--- src/sv/bhpq_pkg.sv ---
// Shared types and codes for the binary heap priority queue.
// No dependencies; compile first.
package bhpq_pkg;

  localparam int OUT_DATA_W = 72;

  // Operation carried in the input tuser
  localparam logic [1:0] KIND_PUSH  = 2'd0;
  localparam logic [1:0] KIND_POP   = 2'd1;
  localparam logic [1:0] KIND_CLEAR = 2'd2;

  // Result status carried in the output tuser
  localparam logic [1:0] ST_OK    = 2'd0;
  localparam logic [1:0] ST_EMPTY = 2'd1;
  localparam logic [1:0] ST_FULL  = 2'd2;

  typedef struct packed {
    logic [1:0]  status;
    logic [31:0] popped_value;
    logic [4:0]  entry_count;
    logic        is_empty;
    logic [31:0] top_value;
  } result_t;

endpackage

--- src/sv/bhpq_cmp.sv ---
// Shared priority compare unit for the heap queue.
// Depends on nothing; used by bhpq_ctrl for every sift step.
module bhpq_cmp #(
  parameter int VALUE_BITS = 32
) (
  input  logic                  largest_first,
  input  logic [VALUE_BITS-1:0] parent_val,
  input  logic [VALUE_BITS-1:0] child_val,
  output logic                  misordered
);

  logic [VALUE_BITS-1:0] lhs;
  logic [VALUE_BITS-1:0] rhs;

  // One magnitude comparator: swap operands for smallest-first order
  always_comb begin
    if (largest_first) begin
      lhs = parent_val;
      rhs = child_val;
    end else begin
      lhs = child_val;
      rhs = parent_val;
    end
    misordered = lhs < rhs;
  end

endmodule

--- src/sv/bhpq_ctrl.sv ---
// Heap sequencer: holds the heap memory and the entry count, and walks
// sift-up and sift-down one level at a time through bhpq_cmp. Uses bhpq_pkg.
module bhpq_ctrl #(
  parameter int DEPTH      = 16,
  parameter int VALUE_BITS = 32
) (
  input  logic                    clk,
  input  logic                    rst_n,
  input  logic                    largest_first,
  input  logic                    in_valid,
  input  logic [1:0]              in_kind,
  input  logic [VALUE_BITS-1:0]   in_value,
  output logic                    in_ready,
  output bhpq_pkg::result_t       res,
  output logic                    res_valid,
  input  logic                    res_ready
);
  import bhpq_pkg::*;

  localparam int AW = $clog2(DEPTH);
  localparam int CW = $clog2(DEPTH + 1);
  localparam int IW = AW + 2;

  typedef enum logic [11:0] {
    S_IDLE = 12'b000000000001,
    S_POP0 = 12'b000000000010,
    S_POPL = 12'b000000000100,
    S_DN   = 12'b000000001000,
    S_DNL  = 12'b000000010000,
    S_DNR  = 12'b000000100000,
    S_DNS  = 12'b000001000000,
    S_UP   = 12'b000010000000,
    S_UPC  = 12'b000100000000,
    S_FIN  = 12'b001000000000,
    S_TOP  = 12'b010000000000,
    S_DONE = 12'b100000000000
  } state_t;

  state_t                state_r, state_nxt;
  logic [CW-1:0]         count_r, count_nxt;
  logic [AW-1:0]         pos_r, pos_nxt;
  logic [AW-1:0]         best_r, best_nxt;
  logic [VALUE_BITS-1:0] cur_r, cur_nxt;
  logic [VALUE_BITS-1:0] bv_r, bv_nxt;
  logic [VALUE_BITS-1:0] popped_r, popped_nxt;
  logic [1:0]            status_r, status_nxt;

  logic [VALUE_BITS-1:0] mem [DEPTH];
  logic [VALUE_BITS-1:0] rd_data_r;
  logic                  rd_en;
  logic [AW-1:0]         rd_addr;
  logic                  wr_en;
  logic [AW-1:0]         wr_addr;
  logic [VALUE_BITS-1:0] wr_data;

  logic [IW-1:0]         l_idx;
  logic [IW-1:0]         r_idx;
  logic [IW-1:0]         count_ext;
  logic [AW-1:0]         parent_idx;
  logic [VALUE_BITS-1:0] cmp_parent;
  logic [VALUE_BITS-1:0] cmp_child;
  logic                  cmp_mis;
  logic [63:0]           popped_w;
  logic [63:0]           top_w;

  assign l_idx      = {1'b0, pos_r, 1'b1};
  assign r_idx      = l_idx + IW'(1);
  assign count_ext  = IW'(count_r);
  assign parent_idx = (pos_r - AW'(1)) >> 1;

  always_comb begin
    unique case (state_r)
      S_UPC: begin
        cmp_parent = rd_data_r;
        cmp_child  = cur_r;
      end
      S_DNR: begin
        cmp_parent = bv_r;
        cmp_child  = rd_data_r;
      end
      default: begin
        cmp_parent = cur_r;
        cmp_child  = rd_data_r;
      end
    endcase
  end

  bhpq_cmp #(
    .VALUE_BITS (VALUE_BITS)
  ) u_cmp (
    .largest_first (largest_first),
    .parent_val    (cmp_parent),
    .child_val     (cmp_child),
    .misordered    (cmp_mis)
  );

  always_comb begin
    state_nxt  = state_r;
    count_nxt  = count_r;
    pos_nxt    = pos_r;
    best_nxt   = best_r;
    cur_nxt    = cur_r;
    bv_nxt     = bv_r;
    popped_nxt = popped_r;
    status_nxt = status_r;
    rd_en      = 1'b0;
    rd_addr    = '0;
    wr_en      = 1'b0;
    wr_addr    = pos_r;
    wr_data    = cur_r;
    in_ready   = 1'b0;
    res_valid  = 1'b0;

    unique case (state_r)
      S_IDLE: begin
        in_ready = 1'b1;
        if (in_valid) begin
          popped_nxt = '0;
          status_nxt = ST_OK;
          state_nxt  = S_TOP;
          unique case (in_kind)
            KIND_PUSH: begin
              if (count_r == CW'(DEPTH)) begin
                status_nxt = ST_FULL;
              end else begin
                cur_nxt   = in_value;
                pos_nxt   = count_r[AW-1:0];
                count_nxt = count_r + CW'(1);
                state_nxt = S_UP;
              end
            end
            KIND_POP: begin
              if (count_r == '0) begin
                status_nxt = ST_EMPTY;
              end else begin
                rd_en     = 1'b1;
                count_nxt = count_r - CW'(1);
                state_nxt = S_POP0;
              end
            end
            KIND_CLEAR: count_nxt = '0;
            default: ;
          endcase
        end
      end
      S_POP0: begin
        popped_nxt = rd_data_r;
        if (count_r == '0) begin
          state_nxt = S_TOP;
        end else begin
          rd_en     = 1'b1;
          rd_addr   = count_r[AW-1:0];
          state_nxt = S_POPL;
        end
      end
      S_POPL: begin
        cur_nxt   = rd_data_r;
        pos_nxt   = '0;
        state_nxt = S_DN;
      end
      S_DN: begin
        if (l_idx >= count_ext) begin
          state_nxt = S_FIN;
        end else begin
          rd_en     = 1'b1;
          rd_addr   = l_idx[AW-1:0];
          state_nxt = S_DNL;
        end
      end
      S_DNL: begin
        if (cmp_mis) begin
          best_nxt = l_idx[AW-1:0];
          bv_nxt   = rd_data_r;
        end else begin
          best_nxt = pos_r;
          bv_nxt   = cur_r;
        end
        if (r_idx < count_ext) begin
          rd_en     = 1'b1;
          rd_addr   = r_idx[AW-1:0];
          state_nxt = S_DNR;
        end else begin
          state_nxt = S_DNS;
        end
      end
      S_DNR: begin
        if (cmp_mis) begin
          best_nxt = r_idx[AW-1:0];
          bv_nxt   = rd_data_r;
        end
        state_nxt = S_DNS;
      end
      S_DNS: begin
        if (best_r == pos_r) begin
          state_nxt = S_FIN;
        end else begin
          // move the better child up into the hole
          wr_en     = 1'b1;
          wr_data   = bv_r;
          pos_nxt   = best_r;
          state_nxt = S_DN;
        end
      end
      S_UP: begin
        if (pos_r == '0) begin
          state_nxt = S_FIN;
        end else begin
          rd_en     = 1'b1;
          rd_addr   = parent_idx;
          state_nxt = S_UPC;
        end
      end
      S_UPC: begin
        if (cmp_mis) begin
          // drop the parent into the hole and climb
          wr_en     = 1'b1;
          wr_data   = rd_data_r;
          pos_nxt   = parent_idx;
          state_nxt = S_UP;
        end else begin
          state_nxt = S_FIN;
        end
      end
      S_FIN: begin
        wr_en     = 1'b1;
        state_nxt = S_TOP;
      end
      S_TOP: begin
        rd_en     = 1'b1;
        state_nxt = S_DONE;
      end
      S_DONE: begin
        res_valid = 1'b1;
        if (res_ready) begin
          state_nxt = S_IDLE;
        end
      end
      default: state_nxt = S_IDLE;
    endcase
  end

  always_ff @(posedge clk) begin
    if (!rst_n) begin
      state_r <= S_IDLE;
      count_r <= '0;
    end else begin
      state_r <= state_nxt;
      count_r <= count_nxt;
    end
  end

  always_ff @(posedge clk) begin
    pos_r    <= pos_nxt;
    best_r   <= best_nxt;
    cur_r    <= cur_nxt;
    bv_r     <= bv_nxt;
    popped_r <= popped_nxt;
    status_r <= status_nxt;
  end

  always_ff @(posedge clk) begin
    if (wr_en) begin
      mem[wr_addr] <= wr_data;
    end
    if (rd_en) begin
      rd_data_r <= mem[rd_addr];
    end
  end

  assign popped_w = 64'(popped_r);
  assign top_w    = 64'(rd_data_r);

  always_comb begin
    res.status       = status_r;
    res.popped_value = popped_w[31:0];
    res.entry_count  = 5'(count_r);
    res.is_empty     = (count_r == '0);
    res.top_value    = (count_r == '0) ? 32'd0 : top_w[31:0];
  end

`ifndef SYNTHESIS
  a_count_bound: assert property (@(posedge clk) disable iff (!rst_n)
    count_r <= CW'(DEPTH))
    else $error("entry count above depth");

  a_push_grows: assert property (@(posedge clk) disable iff (!rst_n)
    (in_valid && in_ready && in_kind == KIND_PUSH && count_r != CW'(DEPTH))
    |=> count_r == $past(count_r) + CW'(1))
    else $error("accepted push did not add an entry");

  a_pop_shrinks: assert property (@(posedge clk) disable iff (!rst_n)
    (in_valid && in_ready && in_kind == KIND_POP && count_r != '0)
    |=> count_r == $past(count_r) - CW'(1))
    else $error("accepted pop did not remove an entry");

  a_result_holds: assert property (@(posedge clk) disable iff (!rst_n)
    (res_valid && !res_ready) |=> (res_valid && $stable(res)))
    else $error("pending result changed before hand-off");

  a_no_write_idle: assert property (@(posedge clk) disable iff (!rst_n)
    (in_ready || res_valid) |-> !wr_en)
    else $error("heap written outside a sift");
`endif

endmodule

--- src/sv/binary_heap_priority_queue_core.sv ---
// Binary heap priority queue, up to DEPTH entries of VALUE_BITS each, ordered
// smallest-first or largest-first by cfg. The length of an input transaction
// is set by the sift walk of one sequencer over a single-port heap memory. A
// push climbs toward the root one level at a time, and a pop moves the last
// entry down one level at a time; a pop that empties the queue, a clear, a
// rejected operation and an unused kind do no sift walk. A sift walks at most
// log2(DEPTH) levels. A finished result waits in the output register, and the
// next transaction is taken meanwhile.
// Depends on bhpq_pkg, bhpq_ctrl and bhpq_cmp.
module binary_heap_priority_queue_core #(
  parameter int DEPTH      = 16,
  parameter int VALUE_BITS = 32
) (
  input  logic                            clk,
  input  logic                            rst_n,
  input  logic                            cfg_wr_en,
  input  logic                            cfg_wr_data,   // largest_first
  input  logic                            in_tvalid,
  output logic                            in_tready,
  input  logic [31:0]                     in_tdata,      // [31:0] entry_value
  input  logic [1:0]                      in_tuser,      // [1:0] kind
  output logic                            out_tvalid,
  input  logic                            out_tready,
  // [31:0] popped_value, [36:32] entry_count, [37] is_empty,
  // [69:38] top_value, [71:70] zero
  output logic [bhpq_pkg::OUT_DATA_W-1:0] out_tdata,
  output logic [1:0]                      out_tuser      // [1:0] status
);
  import bhpq_pkg::*;

  logic                  largest_first_r;
  logic                  out_tvalid_r;
  logic [OUT_DATA_W-1:0] out_tdata_r;
  logic [1:0]            out_tuser_r;
  result_t               res;
  logic                  res_valid;
  logic                  res_ready;

  always_ff @(posedge clk) begin
    if (!rst_n) begin
      largest_first_r <= 1'b0;
    end else if (cfg_wr_en) begin
      largest_first_r <= cfg_wr_data;
    end
  end

  bhpq_ctrl #(
    .DEPTH      (DEPTH),
    .VALUE_BITS (VALUE_BITS)
  ) u_ctrl (
    .clk           (clk),
    .rst_n         (rst_n),
    .largest_first (largest_first_r),
    .in_valid      (in_tvalid),
    .in_kind       (in_tuser),
    .in_value      (VALUE_BITS'(in_tdata)),
    .in_ready      (in_tready),
    .res           (res),
    .res_valid     (res_valid),
    .res_ready     (res_ready)
  );

  // Output register: load whenever the slot is empty or being drained
  assign res_ready = !out_tvalid_r || out_tready;

  always_ff @(posedge clk) begin
    if (!rst_n) begin
      out_tvalid_r <= 1'b0;
    end else if (res_ready) begin
      out_tvalid_r <= res_valid;
    end
  end

  always_ff @(posedge clk) begin
    if (res_ready && res_valid) begin
      out_tdata_r <= {2'b00, res.top_value, res.is_empty, res.entry_count,
                      res.popped_value};
      out_tuser_r <= res.status;
    end
  end

  assign out_tvalid = out_tvalid_r;
  assign out_tdata  = out_tdata_r;
  assign out_tuser  = out_tuser_r;

endmodule
--- config.mk ---
export PLATFORM = sky130hd
export DESIGN_NAME = binary_heap_priority_queue_core
export DESIGN_NICKNAME = d
export VERILOG_FILES = /design/src/sv/bhpq_pkg.sv /design/src/sv/bhpq_cmp.sv /design/src/sv/bhpq_ctrl.sv /design/src/sv/binary_heap_priority_queue_core.sv
export SDC_FILE = /design/constraint.sdc
export NUM_CORES = 1
export LEC_CHECK = 0
export BUFFER_PORTS_ARGS = -buffer_cell sky130_fd_sc_hd__buf_2
export CORE_MARGIN = 2
export CORE_UTILIZATION = 62
export CTS_CLUSTER_DIAMETER = 30
export DETAILED_ROUTE_END_ITERATION = 16
export PLACE_DENSITY = 0.85
export SLEW_MARGIN = 20
export SYNTH_ARGS = -nofsm -noshare
export SYNTH_HDL_FRONTEND = slang
export SYNTH_SLANG_ARGS = --single-unit
--- constraint.sdc ---
create_clock -name clk -period 7.49 [get_ports clk]
set_input_delay 0.3745 -clock clk [delete_from_list [all_inputs] [get_ports clk]]
set_output_delay 0.3745 -clock clk [all_outputs]
set_load 0.02 [all_outputs]
==> run metrics, run 1 <==
status=completed; PortBufs=113; Final Worst Setup Slack=1110 ps; critical path class=reg -> reg; Die Ht=230 um; gr usage total=32.4%; worst path bufs/invs=3; CTS Sinks=741; ANT cells=0; Worst path slowest cell=nor2_4; crit path DAT=6670 ps; fraction of registers with async set/reset=0%; peak per-stage delay on the critical path=930 ps; clock tree buffer depth=3; # IOs=116; first-pass GRT wire length=126 mm; Critical Path Source=u_ctrl.state_r[1]; Pwr Density=309 nW/um2; Skew-Pair Late Insertion Delay=690 ps; post-route cell area=37600 um2; largest net degree at the start of global routing=129; Critical R2R Launch=u_ctrl.state_r[1]; EDFF count, synth=722; setup_tns=0 ps; row count=82; # placed instances=2582; CTS tree=done; global route overflow=0; Seq/Total Area, Yosys=69.7%; clock tree root buffer cell=clkbuf_16; Rel. slew slack=23.8%; Routed Antenna Nets=0; Post-Syn Area=31600 um2; CP Capture Type=flop; Period Utilization, post-route=85.2%; Residual DRC=0; Nets=2130; DRT iter0 DRCs=2469; unrepaired setup endpoints after global routing=false; clock-pin slew on the worst setup and hold paths=60 ps; Post-Place Setup Slack=1180 ps; Slew @ Worst Pin=1140 ps; vias in the first global route=19100; min-delay src=in_tdata[14]; Die W=230 um; most frequent CP cell=buf_4; Worst Setup EP=u_ctrl.mem[8][2]; library cells used by synthesis=68; FF-to-FF End=u_ctrl.mem[8][2]; GPL Wtd Cong=0.960; Post-DP Area=33100 um2; vias per cell=6.88; drt total wl=84.9 mm; Max Clock Freq=157 MHz; final non-filler cell total=2816; CTS buffer count=117; Power Total=11.6 mW; Worst R2R Path Depth=16; number of max-cap violations=0; starting density of the core=63.0%; Util after Layout=74.8%; CP required=7770 ps; most frequent cells in the layout=722 x edfxtp_1, 180 x nand2_1, 128 x mux4_2; crit-path cells=or4_4 -> nor4_4 -> buf_4 -> buf_4 -> a22o_1 -> a21oi_1 -> mux2_2 -> ha_1 -> and4_1 -> a221oi_1 -> o31ai_1 -> a211o_1 -> nor3_2 -> buf_4 -> o21ai_1 -> nor2_4; layout cells sized above 1=27.1%; drt wl/cell=30.1 um; Min Hold Slack=22.2 ps; min Tclk post-route=6380 ps; # H-tree levels=3; CP startpoint kind=flop; Yosys warning count=0; DP Wirelength=47.1 mm; via count=19400; DIE AREA=52900 um2; DR pass1 iterations=5; Post-synth top flop=edfxtp_1; Yosys reg bits=741; Max VDD drop=0.220 mV; Worst R2R Setup Slack=1110 ps; core region area=50300 um2; Avg Cell Area, Syn=17.0 um2; Max Fanout on Critical Path=43; Final Setup Violations=0; Leak Pwr=13.0 nW; Crit path depth=16; initial antenna violation count=1; HP Class=in -> reg; commonest non-fill, non-tap cell in the layout=edfxtp_1; Syn Inst Count=1867; Max Slew Vio Count=0; Worst Skew=39.8 ps; Synth-to-Final Area Change=18.7%; Final Hold Viols=0; Worst path top cell family by delay=simple AND/OR/NAND/NOR gates
registers in the layout, indices dropped and copies added, names as in the netlist, 5 cells and up:
name              flops
u_ctrl.cur_r         32
out_tdata            70
u_ctrl.count_r        5
u_ctrl.bv_r          32
u_ctrl.state_r       12
u_ctrl.mem          512
u_ctrl.popped_r      32
u_ctrl.rd_data_r     32
power breakdown:
part | internal [mW] | leakage [nW] | switching [mW]
combinational | 0.336 | 4.20 | 0.545
clock | 3.73 | 2.06 | 2.10
sequential | 4.77 | 6.69 | 0.135
total | 8.84 | 13.0 | 2.78
synth_stat cells, drive strengths merged (43+ instances only):
cell	number	area, um2
clkbuf	74	278
nor2	43	164
mux2	56	736
a22o	57	499
ha	47	588
mux4	128	2880
and2	69	432
a22oi	75	563
mux2i	53	531
edfxtp	722	21700
nand2	180	676
a21oi	50	250
cells by family after synthesis:
kind of cell               after synthesis  synth area share, %
muxes                                  237                 13.1
other                                    1               0.0118
and+or+nand+nor                        410                 6.52
AOI/OAI and AO/OA                      299                 6.73
xor gates and xnor gates                11                0.304
adders and majority gates               48                 1.92
buffers and inverters                  120                 1.70
DFF                                    741                 69.7
layout make-up:
class                           instances  area [um2]
Timing Repair Buffer                  159        1070
Tap cell                              672         841
Sequential cell                       741       22100
Inverter                               16        60.1
Clock buffer                          130        3040
Fill cell                            2707       12700
Multi-Input combinational cell       1007        9260
Clock inverter                         91        1250
layer usage:
layer,up-vias,wire [um],track usage (%),part of all wire (%)
li1,7853,-,-,-
met1,9757,30300,44.5,36
met2,1516,41100,51.2,48
met3,243,9640,6.00,11
met4,2,3790,14.8,4.5
met5,-,13,0,0.015
how the worst min path moves through the flow:
stage                                  end  slack (ps)  depth (start not counted)
after global placement        out_tdata[1]         400                          0
final                     u_ctrl.cur_r[14]          20                          3
after floorplan               out_tdata[0]         400                          0
after detailed placement     out_tdata[24]         400                          0
after CTS                 u_ctrl.cur_r[14]           3                          3
after global routing      u_ctrl.cur_r[20]          20                          3
worst register-to-register path: stages (launching register included):
cell      delay [ps]
dfxtp_1          380
or4_4            590
nor4_4           240
buf_4            210
buf_4            470
a22o_1           230
a21oi_1           50
mux2_2           270
ha_1             320
and4_1           210
a221oi_1         310
o31ai_1          130
a211o_1          350
nor3_2           340
buf_4            500
o21ai_1          430
nor2_4           930
timing repair:
action,in CTS,in global routing
gates resized for setup,0,0
hold buffers,10,0
endpoints found under the hold margin,10,0
endpoints found under the setup margin,0,0
buffers inserted,0,0
Note: power is estimated with default switching activity, not from simulation.
==> run 2: changes to the inputs <==
HOLD_SLACK_MARGIN = 0.1   (was not set)
SETUP_SLACK_MARGIN = 0.02   (was not set)
==> run 2 against run 1 <==
Net effect: sequential power hardly changed; via count rose by 0.76%; die area is the same; fmax barely moved; clock-buffer cell count unchanged; sequential cell count stayed put; critical path type unchanged.
==> run metrics, run 2 (same netlist as run 1, synthesis figures left out) <==
status=completed; final non-filler cell total=2843 (+0.96%); CP required=7770 ps (about the same); max reg flops=512 (unchanged); Rel. slew slack=24.3% (+0.49 points); Nets=2157 (+1.3%); most frequent CP cell=buf_4; Pwr Density=308 nW/um2 (-0.52%); drt total wl=86.9 mm (+2.4%); DP Wirelength=47.1 mm (unchanged); met3 Usage GRT=6.05% (+0.050 points); GRT Max-Usage Layer=met2; # IOs=116 (unchanged); vias in the first global route=19200 (+0.70%); most frequent cells in the layout=722 x edfxtp_1, 180 x nand2_1, 128 x mux4_2; DR pass1 iterations=8 (+3); register name with the most flops=u_ctrl.mem; DIE AREA=52900 um2 (unchanged); Sw Ratio=24.1% (+0.13 points); first-pass GRT wire length=128 mm (+1.6%); # H-tree levels=3 (unchanged); CTS tree=done; Reg area=22100 um2 (unchanged); clock network power share=50.2% (about the same); sequential power share=42.1% (about the same); DRT iter0 DRCs=2554 (+3.4%); Slew @ Worst Pin=1130 ps (-7.37 ps); gr usage total=33.0% (+0.58 points); unrepaired setup endpoints after global routing=false; number of max-cap violations=0 (unchanged); Period Utilization, post-route=85.2% (about the same); Max Slew Vio Count=0 (unchanged); clock tree buffer depth=3 (unchanged); initial antenna violation count=2 (+1); Die Ht=230 um (unchanged); setup_tns=0 ps (unchanged); Synth-to-Final Area Change=19.7%; # placed instances=2582 (unchanged); critical path class=reg -> reg; crit-path cells=or4_4 -> nor4_4 -> buf_4 -> buf_4 -> a22o_1 -> a21oi_1 -> mux2_2 -> ha_1 -> and4_1 -> a221oi_1 -> o31ai_1 -> a211o_1 -> nor3_2 -> buf_4 -> o21ai_1 -> nor2_4; layout cells sized above 1=26.9% (-0.29 points); Routed Antenna Nets=0 (unchanged); PortBufs=113 (unchanged); Worst path top cell family by delay=simple AND/OR/NAND/NOR gates; ANT cells=0 (unchanged); Fillers=2675 (-1.2%); HP Class=in -> reg; CTS buffer count=117 (unchanged); Skew-Pair Late Insertion Delay=690 ps (about the same); starting density of the core=63.0% (unchanged); peak per-stage delay on the critical path=950 ps (+20 ps); GR Util met1=45.6% (+1.2 points); Leak Pwr=13.1 nW (+0.97%); Residual DRC=0 (unchanged); commonest non-fill, non-tap cell in the layout=edfxtp_1; sw power=2.81 mW (+0.81%); Die W=230 um (unchanged); Power Internal=8.85 mW (+0.11%); Multi-input gate area=9260 um2 (unchanged); CP startpoint kind=flop; Max VDD drop=0.225 mV (+2.6%); largest net degree at the start of global routing=129 (unchanged); Max Clock Freq=157 MHz (about the same); CTS Sinks=741 (unchanged); crit path DAT=6660 ps (about the same); # Post-CTS Setup Buffers=0 (unchanged); min Tclk post-route=6380 ps (-3.22 ps); GPL Wtd Cong=0.960 (unchanged); drt wl/cell=30.6 um (+1.4%); worst path bufs/invs=3 (unchanged); Resized Gates After CTS=0 (unchanged); Max Fanout on Critical Path=43 (unchanged); Worst Skew=39.4 ps (-0.338 ps); Worst path slowest cell=nor2_4; row count=82 (unchanged); global route overflow=0 (unchanged); Final Hold Viols=0 (unchanged); Final Setup Violations=0 (unchanged); met2 usage=51.7% (+0.53 points); core region area=50300 um2 (unchanged); clock-pin slew on the worst setup and hold paths=60 ps (about the same); Comb pwr share=7.7% (about the same); clock tree root buffer cell=clkbuf_16; vias per cell=6.87 (-0.20%); CP Capture Type=flop; cts hold-fix bufs=36 (+26); via count=19500 (+0.76%)
[run 2: cell types whose count changed in the layout (fill, tap and decap cells not counted)]
cell           delta
dlygate4sd3_1    +26
buf_16            +2
buf_8             -1
[run 2: area by class of cell]
class	count	area share, %
flip-flops and latches	741	58.2
multi-input cells	1007	24.4
clock buffers	130	8.02
repair buffers	186	3.61
clock inverters	91	3.31
well taps	672	2.22
inverters	16	0.159
[run 2: worst paths after layout]
check | startpoint | endpoint | slack (ps) | cells past startpoint
hold / removal | in_tdata[10] | u_ctrl.cur_r[10] | 120 | 3
setup reg to reg | u_ctrl.state_r[1] | u_ctrl.mem[8][2] | 1110 | 16
hold reg to reg | u_ctrl.popped_r[27] | out_tdata[27] | 410 | 0
setup / recovery | u_ctrl.state_r[1] | u_ctrl.mem[8][2] | 1110 | 16
[run 2: through the flow]
step	hold WS, ps	worst slack (ps)	power, mW	area (um2)	util [%]
2_1_floorplan	400	567	5.54	31700	-
3_3_place_gp	403	1260	5.76	33000	65.7
3_5_place_dp	405	1180	5.81	33100	65.9
4_1_cts	104	1060	11.6	37800	75.1
5_1_grt	121	783	11.9	37900	75.4
6_report	118	1110	11.7	37900	75.4
[run 2: power by group through the flow]
stage	clock network [mW]	logic, mW	registers, mW
2_1_floorplan	0	0.619	4.92
3_3_place_gp	0	0.800	4.96
3_5_place_dp	0	0.835	4.98
4_1_cts	5.85	0.869	4.90
5_1_grt	6.05	0.965	4.91
6_report	5.85	0.899	4.90
[run 2: worst reg2reg max path: stages (launching register included)]
cell and delay (ps):
dfxtp_1 380, or4_4 590, nor4_4 240, buf_4 210, buf_4 460, a22o_1 230, a21oi_1 50, mux2_2 270
ha_1 330, and4_1 210, a221oi_1 310, o31ai_1 140, a211o_1 350, nor3_2 320, buf_4 500, o21ai_1 420
nor2_4 960
[run 2: layer usage]
metal,vias to the layer above,part of all wire [%],wire [um]
met3,232,11,9440
met5,-,0.015,13
met1,9875,37,31900
met4,2,4.2,3680
met2,1506,48,41900
li1,7903,-,-
